--- src/hdl/csvt_pkg.sv ---
// Package of the CSV field tokenizer: character codes, parse modes and the
// state and result types shared by the step logic and the top level.
// Depends on nothing.
`default_nettype none

package csvt_pkg;

   localparam logic [7:0] CH_QUOTE = 8'h22;
   localparam logic [7:0] CH_COMMA = 8'h2C;
   localparam logic [7:0] CH_LF    = 8'h0A;
   localparam logic [7:0] CH_CR    = 8'h0D;

   typedef logic [1:0] csvt_mode_type;

   localparam csvt_mode_type MODE_PLAIN  = 2'd0;
   localparam csvt_mode_type MODE_QUOTED = 2'd1;
   localparam csvt_mode_type MODE_QPEND  = 2'd2;
   localparam csvt_mode_type MODE_CRPEND = 2'd3;

   localparam logic FUNC_BYTE = 1'b0;
   localparam logic FUNC_EOI  = 1'b1;

   typedef struct packed {
      csvt_mode_type parse_mode;
      logic          field_has_bytes;
      logic          row_has_fields;
   } csvt_state_type;

   typedef struct packed {
      logic       func;
      logic [7:0] in_byte;
   } csvt_item_type;

   typedef struct packed {
      logic       has_byte;
      logic [7:0] out_byte;
      logic       field_end;
      logic       field_was_empty;
      logic       row_end;
   } csvt_result_type;

endpackage

`default_nettype wire

--- src/hdl/csvt_if.sv ---
// Valid/ready channel interfaces of the CSV field tokenizer: the byte input
// channel and the token result channel. Depends on nothing.
`default_nettype none

interface csvt_req_if;
   logic       valid;
   logic       ready;
   logic       func;
   logic [7:0] in_byte;

   modport source (output valid, output func, output in_byte, input ready);
   modport sink   (input valid, input func, input in_byte, output ready);
endinterface

interface csvt_rsp_if;
   logic       valid;
   logic       ready;
   logic       has_byte;
   logic [7:0] out_byte;
   logic       field_end;
   logic       field_was_empty;
   logic       row_end;

   modport source (output valid, output has_byte, output out_byte, output field_end,
                   output field_was_empty, output row_end, input ready);
   modport sink   (input valid, input has_byte, input out_byte, input field_end,
                   input field_was_empty, input row_end, output ready);
endinterface

`default_nettype wire

--- src/hdl/csv_field_tokenizer.sv ---
// Top level of the CSV field tokenizer: input register, parse state, step
// logic and result register. Depends on csvt_pkg, csvt_if.sv and csvt_step.
//
// Usage: the block takes one item on the req channel each cycle unless rsp
// stalls. An item is either a data byte (func low, byte in in_byte) or an
// end-of-input mark (func high). Each item gives at most one item on the rsp
// channel: a field content byte with the quoting removed, a field end (with a
// flag telling whether the field was empty), a row end, or a combination of
// the marks. Items that give nothing (an opening quote, the first quote of a
// pair, the LF of a CR LF pair) simply vanish from the output stream.
// Throughput is one item per cycle while the receiver does not stall. The
// item is captured in the input register, then the parse state and the
// result register are updated together from it. The state update is the
// loop that sets that rate.
// Reset, synchronous and active high, empties both registers and returns
// the parser to an unquoted, empty field at the start of a row.
// When the receiver stalls, the result register holds its item; the input
// register still takes one more item, and req.ready then drops until the
// result is taken.
`default_nettype none

module csv_field_tokenizer
   import csvt_pkg::*;
(
   input  wire          clock,
   input  wire          reset,
   csvt_req_if.sink     req,
   csvt_rsp_if.source   rsp
);

   logic            in_valid_ff;
   logic            in_valid_in;
   csvt_item_type   in_item_ff;
   csvt_item_type   in_item_in;

   csvt_state_type  state_ff;
   csvt_state_type  state_in;
   csvt_state_type  step_state;

   logic            rsp_valid_ff;
   logic            rsp_valid_in;
   csvt_result_type rsp_item_ff;
   csvt_result_type rsp_item_in;

   logic            step_produce;
   csvt_result_type step_result;
   logic            advance;
   logic            take;

   // The pipeline moves whenever the result register is empty or is being
   // read out in this cycle.
   assign advance   = ~rsp_valid_ff | rsp.ready;
   assign req.ready = ~in_valid_ff | advance;
   assign take      = req.valid & req.ready;

   csvt_step u_step (
      .state      (state_ff),
      .item       (in_item_ff),
      .state_next (step_state),
      .produce    (step_produce),
      .result     (step_result)
   );

   always_comb begin
      in_valid_in  = in_valid_ff;
      in_item_in   = in_item_ff;
      state_in     = state_ff;
      rsp_valid_in = rsp_valid_ff;
      rsp_item_in  = rsp_item_ff;
      if (advance) begin
         in_valid_in  = 1'b0;
         rsp_valid_in = 1'b0;
         if (in_valid_ff) begin
            state_in     = step_state;
            rsp_valid_in = step_produce;
            rsp_item_in  = step_result;
         end
      end
      if (take) begin
         in_valid_in        = 1'b1;
         in_item_in.func    = req.func;
         in_item_in.in_byte = req.in_byte;
      end
   end

   always_ff @(posedge clock) begin
      if (reset) begin
         in_valid_ff  <= 1'b0;
         rsp_valid_ff <= 1'b0;
         state_ff     <= '0;
      end else begin
         in_valid_ff  <= in_valid_in;
         rsp_valid_ff <= rsp_valid_in;
         state_ff     <= state_in;
      end
   end

   // Payload registers carry no reset.
   always_ff @(posedge clock) begin
      in_item_ff  <= in_item_in;
      rsp_item_ff <= rsp_item_in;
   end

   assign rsp.valid           = rsp_valid_ff;
   assign rsp.has_byte        = rsp_item_ff.has_byte;
   assign rsp.out_byte        = rsp_item_ff.out_byte;
   assign rsp.field_end       = rsp_item_ff.field_end;
   assign rsp.field_was_empty = rsp_item_ff.field_was_empty;
   assign rsp.row_end         = rsp_item_ff.row_end;

endmodule

`default_nettype wire

--- src/hdl/csvt_step.sv ---
// Next-state and result logic of the CSV tokenizer for one item.
// Purely combinational; depends on csvt_pkg.
`default_nettype none

module csvt_step
   import csvt_pkg::*;
(
   input  wire csvt_state_type  state,
   input  wire csvt_item_type   item,
   output csvt_state_type       state_next,
   output logic                 produce,
   output csvt_result_type      result
);

   csvt_state_type  plain_state;
   logic            plain_produce;
   csvt_result_type plain_result;
   logic            is_quote;

   assign is_quote = (item.in_byte == CH_QUOTE);

   // Handling of a byte as in an unquoted field.
   always_comb begin
      plain_state   = state;
      plain_produce = 1'b1;
      plain_result  = '0;
      plain_state.parse_mode = MODE_PLAIN;
      if (is_quote) begin
         plain_state.parse_mode = MODE_QUOTED;
         plain_produce = 1'b0;
      end else if (item.in_byte == CH_COMMA) begin
         plain_result.field_end       = 1'b1;
         plain_result.field_was_empty = ~state.field_has_bytes;
         plain_state.field_has_bytes  = 1'b0;
         plain_state.row_has_fields   = 1'b1;
      end else if ((item.in_byte == CH_LF) || (item.in_byte == CH_CR)) begin
         plain_result.field_end       = 1'b1;
         plain_result.field_was_empty = ~state.field_has_bytes;
         plain_result.row_end         = 1'b1;
         plain_state.field_has_bytes  = 1'b0;
         plain_state.row_has_fields   = 1'b0;
         if (item.in_byte == CH_CR) begin
            plain_state.parse_mode = MODE_CRPEND;
         end
      end else begin
         plain_result.has_byte       = 1'b1;
         plain_result.out_byte       = item.in_byte;
         plain_state.field_has_bytes = 1'b1;
      end
   end

   always_comb begin
      state_next = state;
      produce    = 1'b0;
      result     = '0;
      if (item.func == FUNC_EOI) begin
         // End of input closes what is open and returns to the reset state.
         state_next = '0;
         if (state.parse_mode == MODE_CRPEND) begin
            produce = 1'b0;
         end else if (state.field_has_bytes || (state.parse_mode == MODE_QUOTED)) begin
            produce                = 1'b1;
            result.field_end       = 1'b1;
            result.field_was_empty = ~state.field_has_bytes;
            result.row_end         = 1'b1;
         end else if (state.row_has_fields) begin
            produce        = 1'b1;
            result.row_end = 1'b1;
         end
      end else begin
         case (state.parse_mode)
            MODE_QUOTED: begin
               if (is_quote) begin
                  state_next.parse_mode = MODE_QPEND;
               end else begin
                  produce                    = 1'b1;
                  result.has_byte            = 1'b1;
                  result.out_byte            = item.in_byte;
                  state_next.field_has_bytes = 1'b1;
               end
            end
            MODE_QPEND: begin
               if (is_quote) begin
                  produce                    = 1'b1;
                  result.has_byte            = 1'b1;
                  result.out_byte            = CH_QUOTE;
                  state_next.field_has_bytes = 1'b1;
                  state_next.parse_mode      = MODE_QUOTED;
               end else begin
                  state_next = plain_state;
                  produce    = plain_produce;
                  result     = plain_result;
               end
            end
            MODE_CRPEND: begin
               if (item.in_byte == CH_LF) begin
                  state_next.parse_mode = MODE_PLAIN;
               end else begin
                  state_next = plain_state;
                  produce    = plain_produce;
                  result     = plain_result;
               end
            end
            default: begin
               state_next = plain_state;
               produce    = plain_produce;
               result     = plain_result;
            end
         endcase
      end
   end

endmodule

`default_nettype wire

--- src/flat_wrapper.sv ---
// flat-port wrapper written by rule: the top's interface ports become plain ports
module csv_field_tokenizer_flat import csvt_pkg::*;
  (clock, reset, req_valid, req_func, req_in_byte, req_ready, rsp_valid, rsp_has_byte, rsp_out_byte, rsp_field_end, rsp_field_was_empty, rsp_row_end, rsp_ready);
  csvt_req_if req_i ();
  csvt_rsp_if rsp_i ();
  input  wire clock;
  input  wire reset;
  input wire logic [$bits(req_i.valid)-1:0] req_valid;
  input wire logic [$bits(req_i.func)-1:0] req_func;
  input wire logic [$bits(req_i.in_byte)-1:0] req_in_byte;
  output wire logic [$bits(req_i.ready)-1:0] req_ready;
  output wire logic [$bits(rsp_i.valid)-1:0] rsp_valid;
  output wire logic [$bits(rsp_i.has_byte)-1:0] rsp_has_byte;
  output wire logic [$bits(rsp_i.out_byte)-1:0] rsp_out_byte;
  output wire logic [$bits(rsp_i.field_end)-1:0] rsp_field_end;
  output wire logic [$bits(rsp_i.field_was_empty)-1:0] rsp_field_was_empty;
  output wire logic [$bits(rsp_i.row_end)-1:0] rsp_row_end;
  input wire logic [$bits(rsp_i.ready)-1:0] rsp_ready;
  assign req_i.valid = req_valid;
  assign req_i.func = req_func;
  assign req_i.in_byte = req_in_byte;
  assign req_ready = req_i.ready;
  assign rsp_valid = rsp_i.valid;
  assign rsp_has_byte = rsp_i.has_byte;
  assign rsp_out_byte = rsp_i.out_byte;
  assign rsp_field_end = rsp_i.field_end;
  assign rsp_field_was_empty = rsp_i.field_was_empty;
  assign rsp_row_end = rsp_i.row_end;
  assign rsp_i.ready = rsp_ready;
  csv_field_tokenizer u_core (.clock(clock), .reset(reset), .req(req_i), .rsp(rsp_i));
endmodule
--- config.mk ---
export PLATFORM = sky130hd
export DESIGN_NAME = csv_field_tokenizer_flat
export DESIGN_NICKNAME = d
export VERILOG_FILES = /design/src/hdl/csvt_pkg.sv /design/src/hdl/csvt_if.sv /design/src/hdl/csv_field_tokenizer.sv /design/src/hdl/csvt_step.sv /design/src/flat_wrapper.sv
export SDC_FILE = /design/constraint.sdc
export NUM_CORES = 1
export LEC_CHECK = 0
export ABC_AREA = 1
export BUFFER_PORTS_ARGS = -buffer_cell sky130_fd_sc_hd__buf_2
export CAP_MARGIN = 0
export CORE_AREA = 2 2 53 55
export DETAILED_ROUTE_END_ITERATION = 12
export DIE_AREA = 0 0 55 57
export PLACE_DENSITY = 0.78
export SYNTH_ARGS = -nofsm -noshare
export SYNTH_HDL_FRONTEND = slang
export SYNTH_SLANG_ARGS = --single-unit
--- constraint.sdc ---
create_clock -name clock -period 1.9 [get_ports clock]
set_clock_uncertainty 0.1 [all_clocks]
set_input_delay 0.19 -clock clock [delete_from_list [all_inputs] [get_ports clock]]
set_output_delay 0.19 -clock clock [all_outputs]
set_load 0.01 [all_outputs]
# Word-level counts from Yosys, hierarchy flattened
# Index checks and enable logic that the tools add are counted.
totals:
  wordCells: 80
  output_inout_bits: 14
  ff_bits: 27
  input_bits: 13
classes:
  reduce_logical: 7
  bitwise_logic: 6
  muxes: 43
  n_eq_ne: 12
ops:
  columns: ["op", "n"]
  rows:
  - ["9-bit two-way mux", 4]
  - ["9-bit case mux with 3 select lines", 1]
  - ["12-bit two-way mux", 2]
  - ["2-bit two-way mux", 11]
  - ["3-bit case mux with 3 select lines", 2]
  - ["8-bit by 4-bit equality test with 1-bit output (second input constant)", 2]
  - ["8-bit by 6-bit equality test with 1-bit output (second input constant)", 2]
  - ["1-bit two-way mux", 15]
  - ["3-bit two-way mux", 5]
  - ["3-bit by 2-bit != test with 1-bit output (second input constant)", 4]
  - ["5-bit AND reduction", 1]
  - ["2-bit equality test (second input constant)", 2]
  - ["4-bit two-way mux", 1]
  - ["4-bit AND reduction", 1]
  - ["1-bit NOT", 3]
  - ["1-bit case mux with 3 select lines", 1]
  - ["3-bit AND reduction", 1]
  - ["2-bit by 1-bit equality test with 1-bit output (second input constant)", 1]
  - ["1-bit logical OR", 2]
  - ["2-bit by 1-bit != test with 1-bit output (second input constant)", 1]
  - ["1-bit bitwise OR", 2]
  - ["1-bit case mux with 2 select lines", 1]
  - ["2-bit AND reduction", 1]
  - ["2-bit nonzero test", 1]
  - ["1-bit AND", 1]

# Depth between registers and ports, before layout
# Gate-level depths: netlist of the first run.
depth:
  ltp_word: 8
  mapped_depth: 11
  depth_no_buf: 11

# By module
# From an unflattened synthesis of the first run, not the netlist that was laid out.
unflattened:
  cells_unflattened: 175
  area_unflattened_um2: 1425.1
by_module_without_submodules:
  columns: ["module", "cells_each", "area_each_um2", "n_inst"]
  rows:
  - ["csv_field_tokenizer", 62, 909.6, 1]
  - ["csvt_step", 113, 515.5, 1]

# Worst setup path after synthesis of the first run
# Ideal clock, no wire load.
synth_path:
  path_kind: "register to register"
  start: "register u_core.rsp_valid_ff, in the netlist u_core.rsp.valid"
  end: "register u_core.state_ff[0] (netlist name)"
  period_less_slack_ps: 1698
  required_time_ps: 1687
  path_stages_with_launch: 9
  setup_ps: 113
  slack_ps: 202
  arrival_ps: 1485
  cell_sequence: "dfxtp_1 inv_1 nor2_1 nor2_1 o21ai_1 inv_1 nand2_2 nor2_1 nor2_1"
synth_between:
  elab_chain_cells: 3
synth_rtl:
  columns: ["item", "line_no", "source"]
  rows:
  - ["from (decl)", "csv_field_tokenizer.sv:40", "logic rsp_valid_ff;"]
  - ["from (signal assigned)", "csv_field_tokenizer.sv:93", "rsp_valid_ff <= rsp_valid_in;"]
  - ["1-bit NOT", "csv_field_tokenizer.sv:52", "assign advance = ~rsp_valid_ff | rsp.ready;"]
  - ["1-bit bitwise OR", "csv_field_tokenizer.sv:52", null]
  - ["5-bit AND reduction (no source line)", null, null]
  - ["to (signal assigned)", "csv_field_tokenizer.sv:94", "state_ff <= state_in;"]
  - ["to (decl)", "csv_field_tokenizer.sv:36", "csvt_state_type state_ff;"]
# Every way passes these cells.
# A chain may end at the register's enable or synchronous reset.

==> results.ini, run 1 <==
[worst_setup_path]
path_buf_inv = 1
path_depth = 8
timing.rr.start = u_core.in_item_ff[5]
startpoint = u_core.in_item_ff[5]
critical_path_required_ns = 1.89
ff2ff_setup_slack_ns = 0.18
cp_common_cell = nand2_1
crit_family = simple AND/OR/NAND/NOR gates
crit_path_start_kind = flip-flop
cp_cell_sequence = inv_1 -> nand2_1 -> nor2_2 -> nand2_2 -> nand2_1 -> a21oi_1 -> nand3_1 -> o31ai_1
worst_setup_path_end_kind = flip-flop
cp.arrival_ns = 1.71
r2r_end = u_core.rsp.field_end
cp_max_fo = 7
critical_path_class = reg -> reg
crit_slowest_cell = edfxtp_1
endpoint = u_core.rsp.field_end
critical_path.max_stage_delay_ns = 0.53
rr_worst_depth = 8

[cts]
cts_resized = 0
htree_levels = 1
clkTransAtPathRegs_ns = 0.13
cts_sinks = 27
clock_path_buffers = 2
clock_latency_ns = 0.32
numCtsBuffers = 3
root_buffer = clkbuf_4
postCtsHoldBufs = 10
cts_tree = yes
post-cts-setup-buffers = 0

[detailed_routing]
ant_nets = 0
vias = 1102
via_per_inst = 4.96
finalWirelength_mm = 2.45
post-route-drc-count = 0
wire_per_inst_um = 11.0
drt_iter0_drc = 47
first_pass_iters = 5

[grt]
grt_busiest_layer = met2
grt_util_met2_pct = 28.2
grt_pass1_wl_mm = 4.13
antenna_found_initial = 0
grtUsageTotal_pct = 18.0
grt_max_degree = 16
gr-usage-met3_pct = 3.14
grt_overflow = 0
grt_util_met1_pct = 22.3
grt_pass1_vias = 1043

[finish]
diodes = 0
finalCoreUtilization_pct = 61.9
mostFrequentLayoutCell = nand2_1
seq_area_um2 = 751
stdcell_area_mm2 = 0.00162
area_growth_pct = 22.9
final_cell_mix = nand2_1, nor2_1, buf_2
multi_input_area_um2 = 463
finalNetCount = 205
final_layout_size_suffix_gt1_share_pct = 27.2
fillers = 225

[timing]
max_freq_mhz = 582
fin_crit_sh_pct = 90.4
whs_ns = 0.0211
max_slew.worst_pin.slew_ns = 0.498
max_slew_margin_pct = 66.7
drv_slew = 0
finalSetupViolations = 0
period_minus_slack_ns = 1.72
hold_viol = 0
rsz0062_at_grt = no
fin_setup_tns_ns = 0

[pwr]
peakVddDrop_v = 0.000609
p_sw_share_pct = 23.5
clkPwrFrac_pct = 23.1
power_density_mw_per_mm2 = 649
p_leak_nw = 0.734
p_comb_share_pct = 11.9
power.internal_w = 0.000803
p_switching_w = 0.000247
power_frac_seq_pct = 65.0

[logic_synthesis]
synth_cell_type_count = 22
ys_seq_elements = 27
ys_warn_count = 0
synth_area_leaders = edfxtp_1, dfxtp_1, nand2_1
syn_area_mm2 = 0.00132
synth_area_leader_cell = edfxtp_1
ys_seq_area_share_pct = 57.0
avgSynthCellArea_um2 = 8.72
yosys.area.top_type_share_pct = 47.9
syn_inst = 151
syn_nets = 164

[placement]
io_buffers = 26
placed_area_mm2 = 0.00149
gp_congestion = 1.01
hpwl_mm = 1.82

[worst_hold_path]
hold_class = in -> reg

[floorplanning]
dieArea_mm2 = 0.00314
io_pins = 27
die_w_um = 55
core_mm2 = 0.00262
row_count = 19
die_h_um = 57
initial_utilization_pct = 50.3

[flow_run]
cap_violations = 0

[outcome]
status = finished clean

cells by family after synthesis:
kind of cell / synth area share, %
and+or+nand+nor: 27.9
DFF: 57.0
buffers and inverters: 7.79
AOI/OAI and AO/OA: 7.22
tightest hold or removal path, stage by stage:
cell     delay [ns]
buf_2          0.09
nand2_1        0.07
a21oi_1        0.06
per-stage QoR:
step / total power, W / instances / setup WS (ns)
after floorplan: 0.000763 / 151 / 0.202
after global placement: 0.000801 / 208 / 0.307
after detailed placement: 0.000806 / 208 / 0.242
after CTS: 0.00106 / 222 / 0.224
after global routing: 0.00110 / 222 / 0.0335
final: 0.00105 / 222 / 0.182
Yosys cell counts (all sizes together):
cell type / count
a21oi: 10
nand2: 39
o21ai: 6
inv: 23
nor2: 28
nand3: 11
buf: 2
dfxtp: 6
clkinv: 1
edfxtp: 21
a22oi: 1
nand4: 1
o31ai: 1
nor3: 1
state kept, by name (all words and copies together), names as in the netlist:
signal	flops
u_core.in_item_ff	9
u_core.rsp.out_byte	8
u_core.state_ff	4
u_core.in_valid_ff	1
u_core.rsp.field_end	1
u_core.rsp.field_was_empty	1
u_core.rsp.has_byte	1
u_core.rsp.row_end	1
u_core.rsp.valid	1
power groups by stage:
stage	registers [W]	logic (W)	clock network, W
2_1_floorplan	0.000702	0.0000608	0
3_3_place_gp	0.000695	0.000106	0
3_5_place_dp	0.000697	0.000109	0
4_1_cts	0.000683	0.000125	0.000251
5_1_grt	0.000686	0.000140	0.000276
6_report	0.000683	0.000125	0.000243
worst min-delay path by stage:
stage	start	endpoint	slack, ns	cells past startpoint
finish	req_valid	u_core.in_valid_ff	0.02	3
global route	req_valid	u_core.in_valid_ff	0.02	3
CTS	req_valid	u_core.in_valid_ff	0.02	3
detailed placement	req_in_byte[3]	u_core.in_item_ff[3]	0.27	1
global placement	req_in_byte[5]	u_core.in_item_ff[5]	0.27	1
floorplan	reset	u_core.in_valid_ff	0.16	1
layout make-up:
cell class / instances / share of cell area (%)
clock buffers: 3 / 1.39
multi-input cells: 98 / 28.6
clock inverters: 1 / 0.309
well taps: 31 / 2.40
inverters: 24 / 5.72
repair buffers: 38 / 15.2
flip-flops and latches: 27 / 46.4
metal layers:
metal | vias to the layer above | routed length, um
met5 | - | 0
met1 | 480 | 998
met2 | 47 | 1260
met4 | 0 | 63
li1 | 566 | -
met3 | 9 | 133
(Power assumes the default switching activity.)
==> inputs of run 2 (changes only) <==
SETUP_SLACK_MARGIN = 0.4   (was not set)
==> run 2 against run 1 <==
Global-route usage grew 2.4 points. Design area rose by 11%. Clock-buffer cell count did not move. First-iteration DRC count grew 64%. Setup slack better by 0.025 ns. Critical path depth increased by 2. Sequential share of layout area down 4.5 points. Clock power increased by 4%. Via count grew 11%. Register-to-register slack improved by 0.02 ns. Flip-flop and latch count unchanged. Critical endpoint is now u_core.rsp.out_byte[1]. Largest power group unchanged.
==> results.ini, run 2 (synthesized netlist as in run 1, its figures left out) <==
[finish]
finalNetCount = 216
diodes = 0
multi_input_area_um2 = 553
mostFrequentLayoutCell = buf_2
seq_area_um2 = 752
area_growth_pct = 36.4
final_layout_size_suffix_gt1_share_pct = 42.6
final_cell_mix = buf_2, nand2_1, edfxtp_1
finalCoreUtilization_pct = 68.7
fillers = 189
largest_reg_flops = 9
top_register = u_core.in_item_ff
instances_no_fill = 233

[timing]
max_slew.worst_pin.slew_ns = 0.332
fin_crit_sh_pct = 89.1
rsz0062_at_grt = yes
drv_slew = 0
finalSetupViolations = 0
max_freq_mhz = 591
fin_setup_tns_ns = 0
hold_viol = 0
max_slew_margin_pct = 77.8
period_minus_slack_ns = 1.69

[floorplanning]
core_mm2 = 0.00262
die_h_um = 57
initial_utilization_pct = 50.3
io_pins = 27
die_w_um = 55
dieArea_mm2 = 0.00314
row_count = 19

[grt]
grt_max_degree = 16
antenna_found_initial = 0
grt_pass1_vias = 1121
grt_pass1_wl_mm = 4.70
grtUsageTotal_pct = 20.3
grt_overflow = 0

[pwr]
p_leak_nw = 0.830
power_density_mw_per_mm2 = 608
power_w = 0.00109
peakVddDrop_v = 0.000548

[worst_setup_path]
crit_family = simple AND/OR/NAND/NOR gates
crit_path_start_kind = flip-flop
path_buf_inv = 2
cp_max_fo = 4
crit_slowest_cell = edfxtp_1
critical_path.max_stage_delay_ns = 0.47
worst_setup_path_end_kind = flip-flop
critical_path_class = reg -> reg
critical_path_required_ns = 2.01
cp.arrival_ns = 1.81
cp_cell_sequence = buf_4 -> nand2_1 -> nor2_2 -> nand2_4 -> nand2_4 -> nor2_1 -> nand3_1 -> nand3_1 -> nand2_1 -> inv_1

[worst_hold_path]
hold_class = in -> reg

[cts]
clock_path_buffers = 2
numCtsBuffers = 3
htree_levels = 1
cts_tree = yes
clock_latency_ns = 0.34
cts_sinks = 27
clkTransAtPathRegs_ns = 0.15
root_buffer = clkbuf_4

[detailed_routing]
drt_iter0_drc = 77
wire_per_inst_um = 13.5
post-route-drc-count = 0
first_pass_iters = 4
vias = 1221
finalWirelength_mm = 3.14
via_per_inst = 5.24
ant_nets = 0

[outcome]
status = finished clean

[placement]
place_inst = 208
hpwl_mm = 1.92
gp_congestion = 1.06
io_buffers = 26

[flow_run]
cap_violations = 0

run 2: path summary, 6_finish.rpt:
| path | from | to | slack, ns | depth (start not counted) |
|---|---|---|---|---|
| worst max-delay path | u_core.in_item_ff[3] | u_core.rsp.out_byte[1] | 0.21 | 10 |
| worst min-delay path | req_valid | u_core.in_valid_ff | 0.02 | 3 |
| worst max register to register | u_core.in_item_ff[3] | u_core.rsp.out_byte[1] | 0.21 | 10 |
| worst min register to register | u_core.state_ff[1] | u_core.state_ff[1] | 0.39 | 2 |
run 2: area by class of cell:
class	count	share of cell area [%]
clock buffers	3	1.25
flip-flops and latches	27	41.9
clock inverters	1	0.279
well taps	31	2.16
inverters	24	5.16
repair buffers	49	18.5
multi-input cells	98	30.8
run 2: power breakdown:
part           switching (W)  leakage, nW  internal, W  total [W]
Sequential         0.0000144        0.253     0.000670   0.000684
Clock               0.000173       0.0177    0.0000793   0.000252
Combinational      0.0000876        0.560    0.0000684   0.000156
run 2: worst register-to-register path: stages (launching register included):
cell	delay [ns]
edfxtp_1	0.47
buf_4	0.16
nand2_1	0.12
nor2_2	0.07
nand2_4	0.10
nand2_4	0.06
nor2_1	0.15
nand3_1	0.12
nand3_1	0.11
nand2_1	0.05
inv_1	0.05
run 2: stage by stage:
step	instance area, um^2	worst slack [ns]	hold WS [ns]
2_1_floorplan	1320	0.437	0.159
3_3_place_gp	1490	0.299	0.266
3_5_place_dp	1490	0.253	0.268
4_1_cts	1690	0.308	0.0309
5_1_grt	1800	0.114	0.0403
6_report	1800	0.207	0.0242
run 2: timing repair:
item / 4_1_cts / 5_1_grt
hold buffers: 10 / 0
cloned: 0 / 0
hold endpoints to repair: 13 / 0
pin swaps: 5 / 14
gates resized for setup: 2 / 28
setup buffers: 8 / 3
endpoints found under the setup margin: 12 / 15
run 2: metal layers:
layer	vias to the layer above	global-route usage, %	part of all wire, %
li1	589	-	-
met4	0	9.76	4.0
met2	75	35.4	52
met5	-	0	0
met3	19	2.36	6.6
met1	538	24.2	37
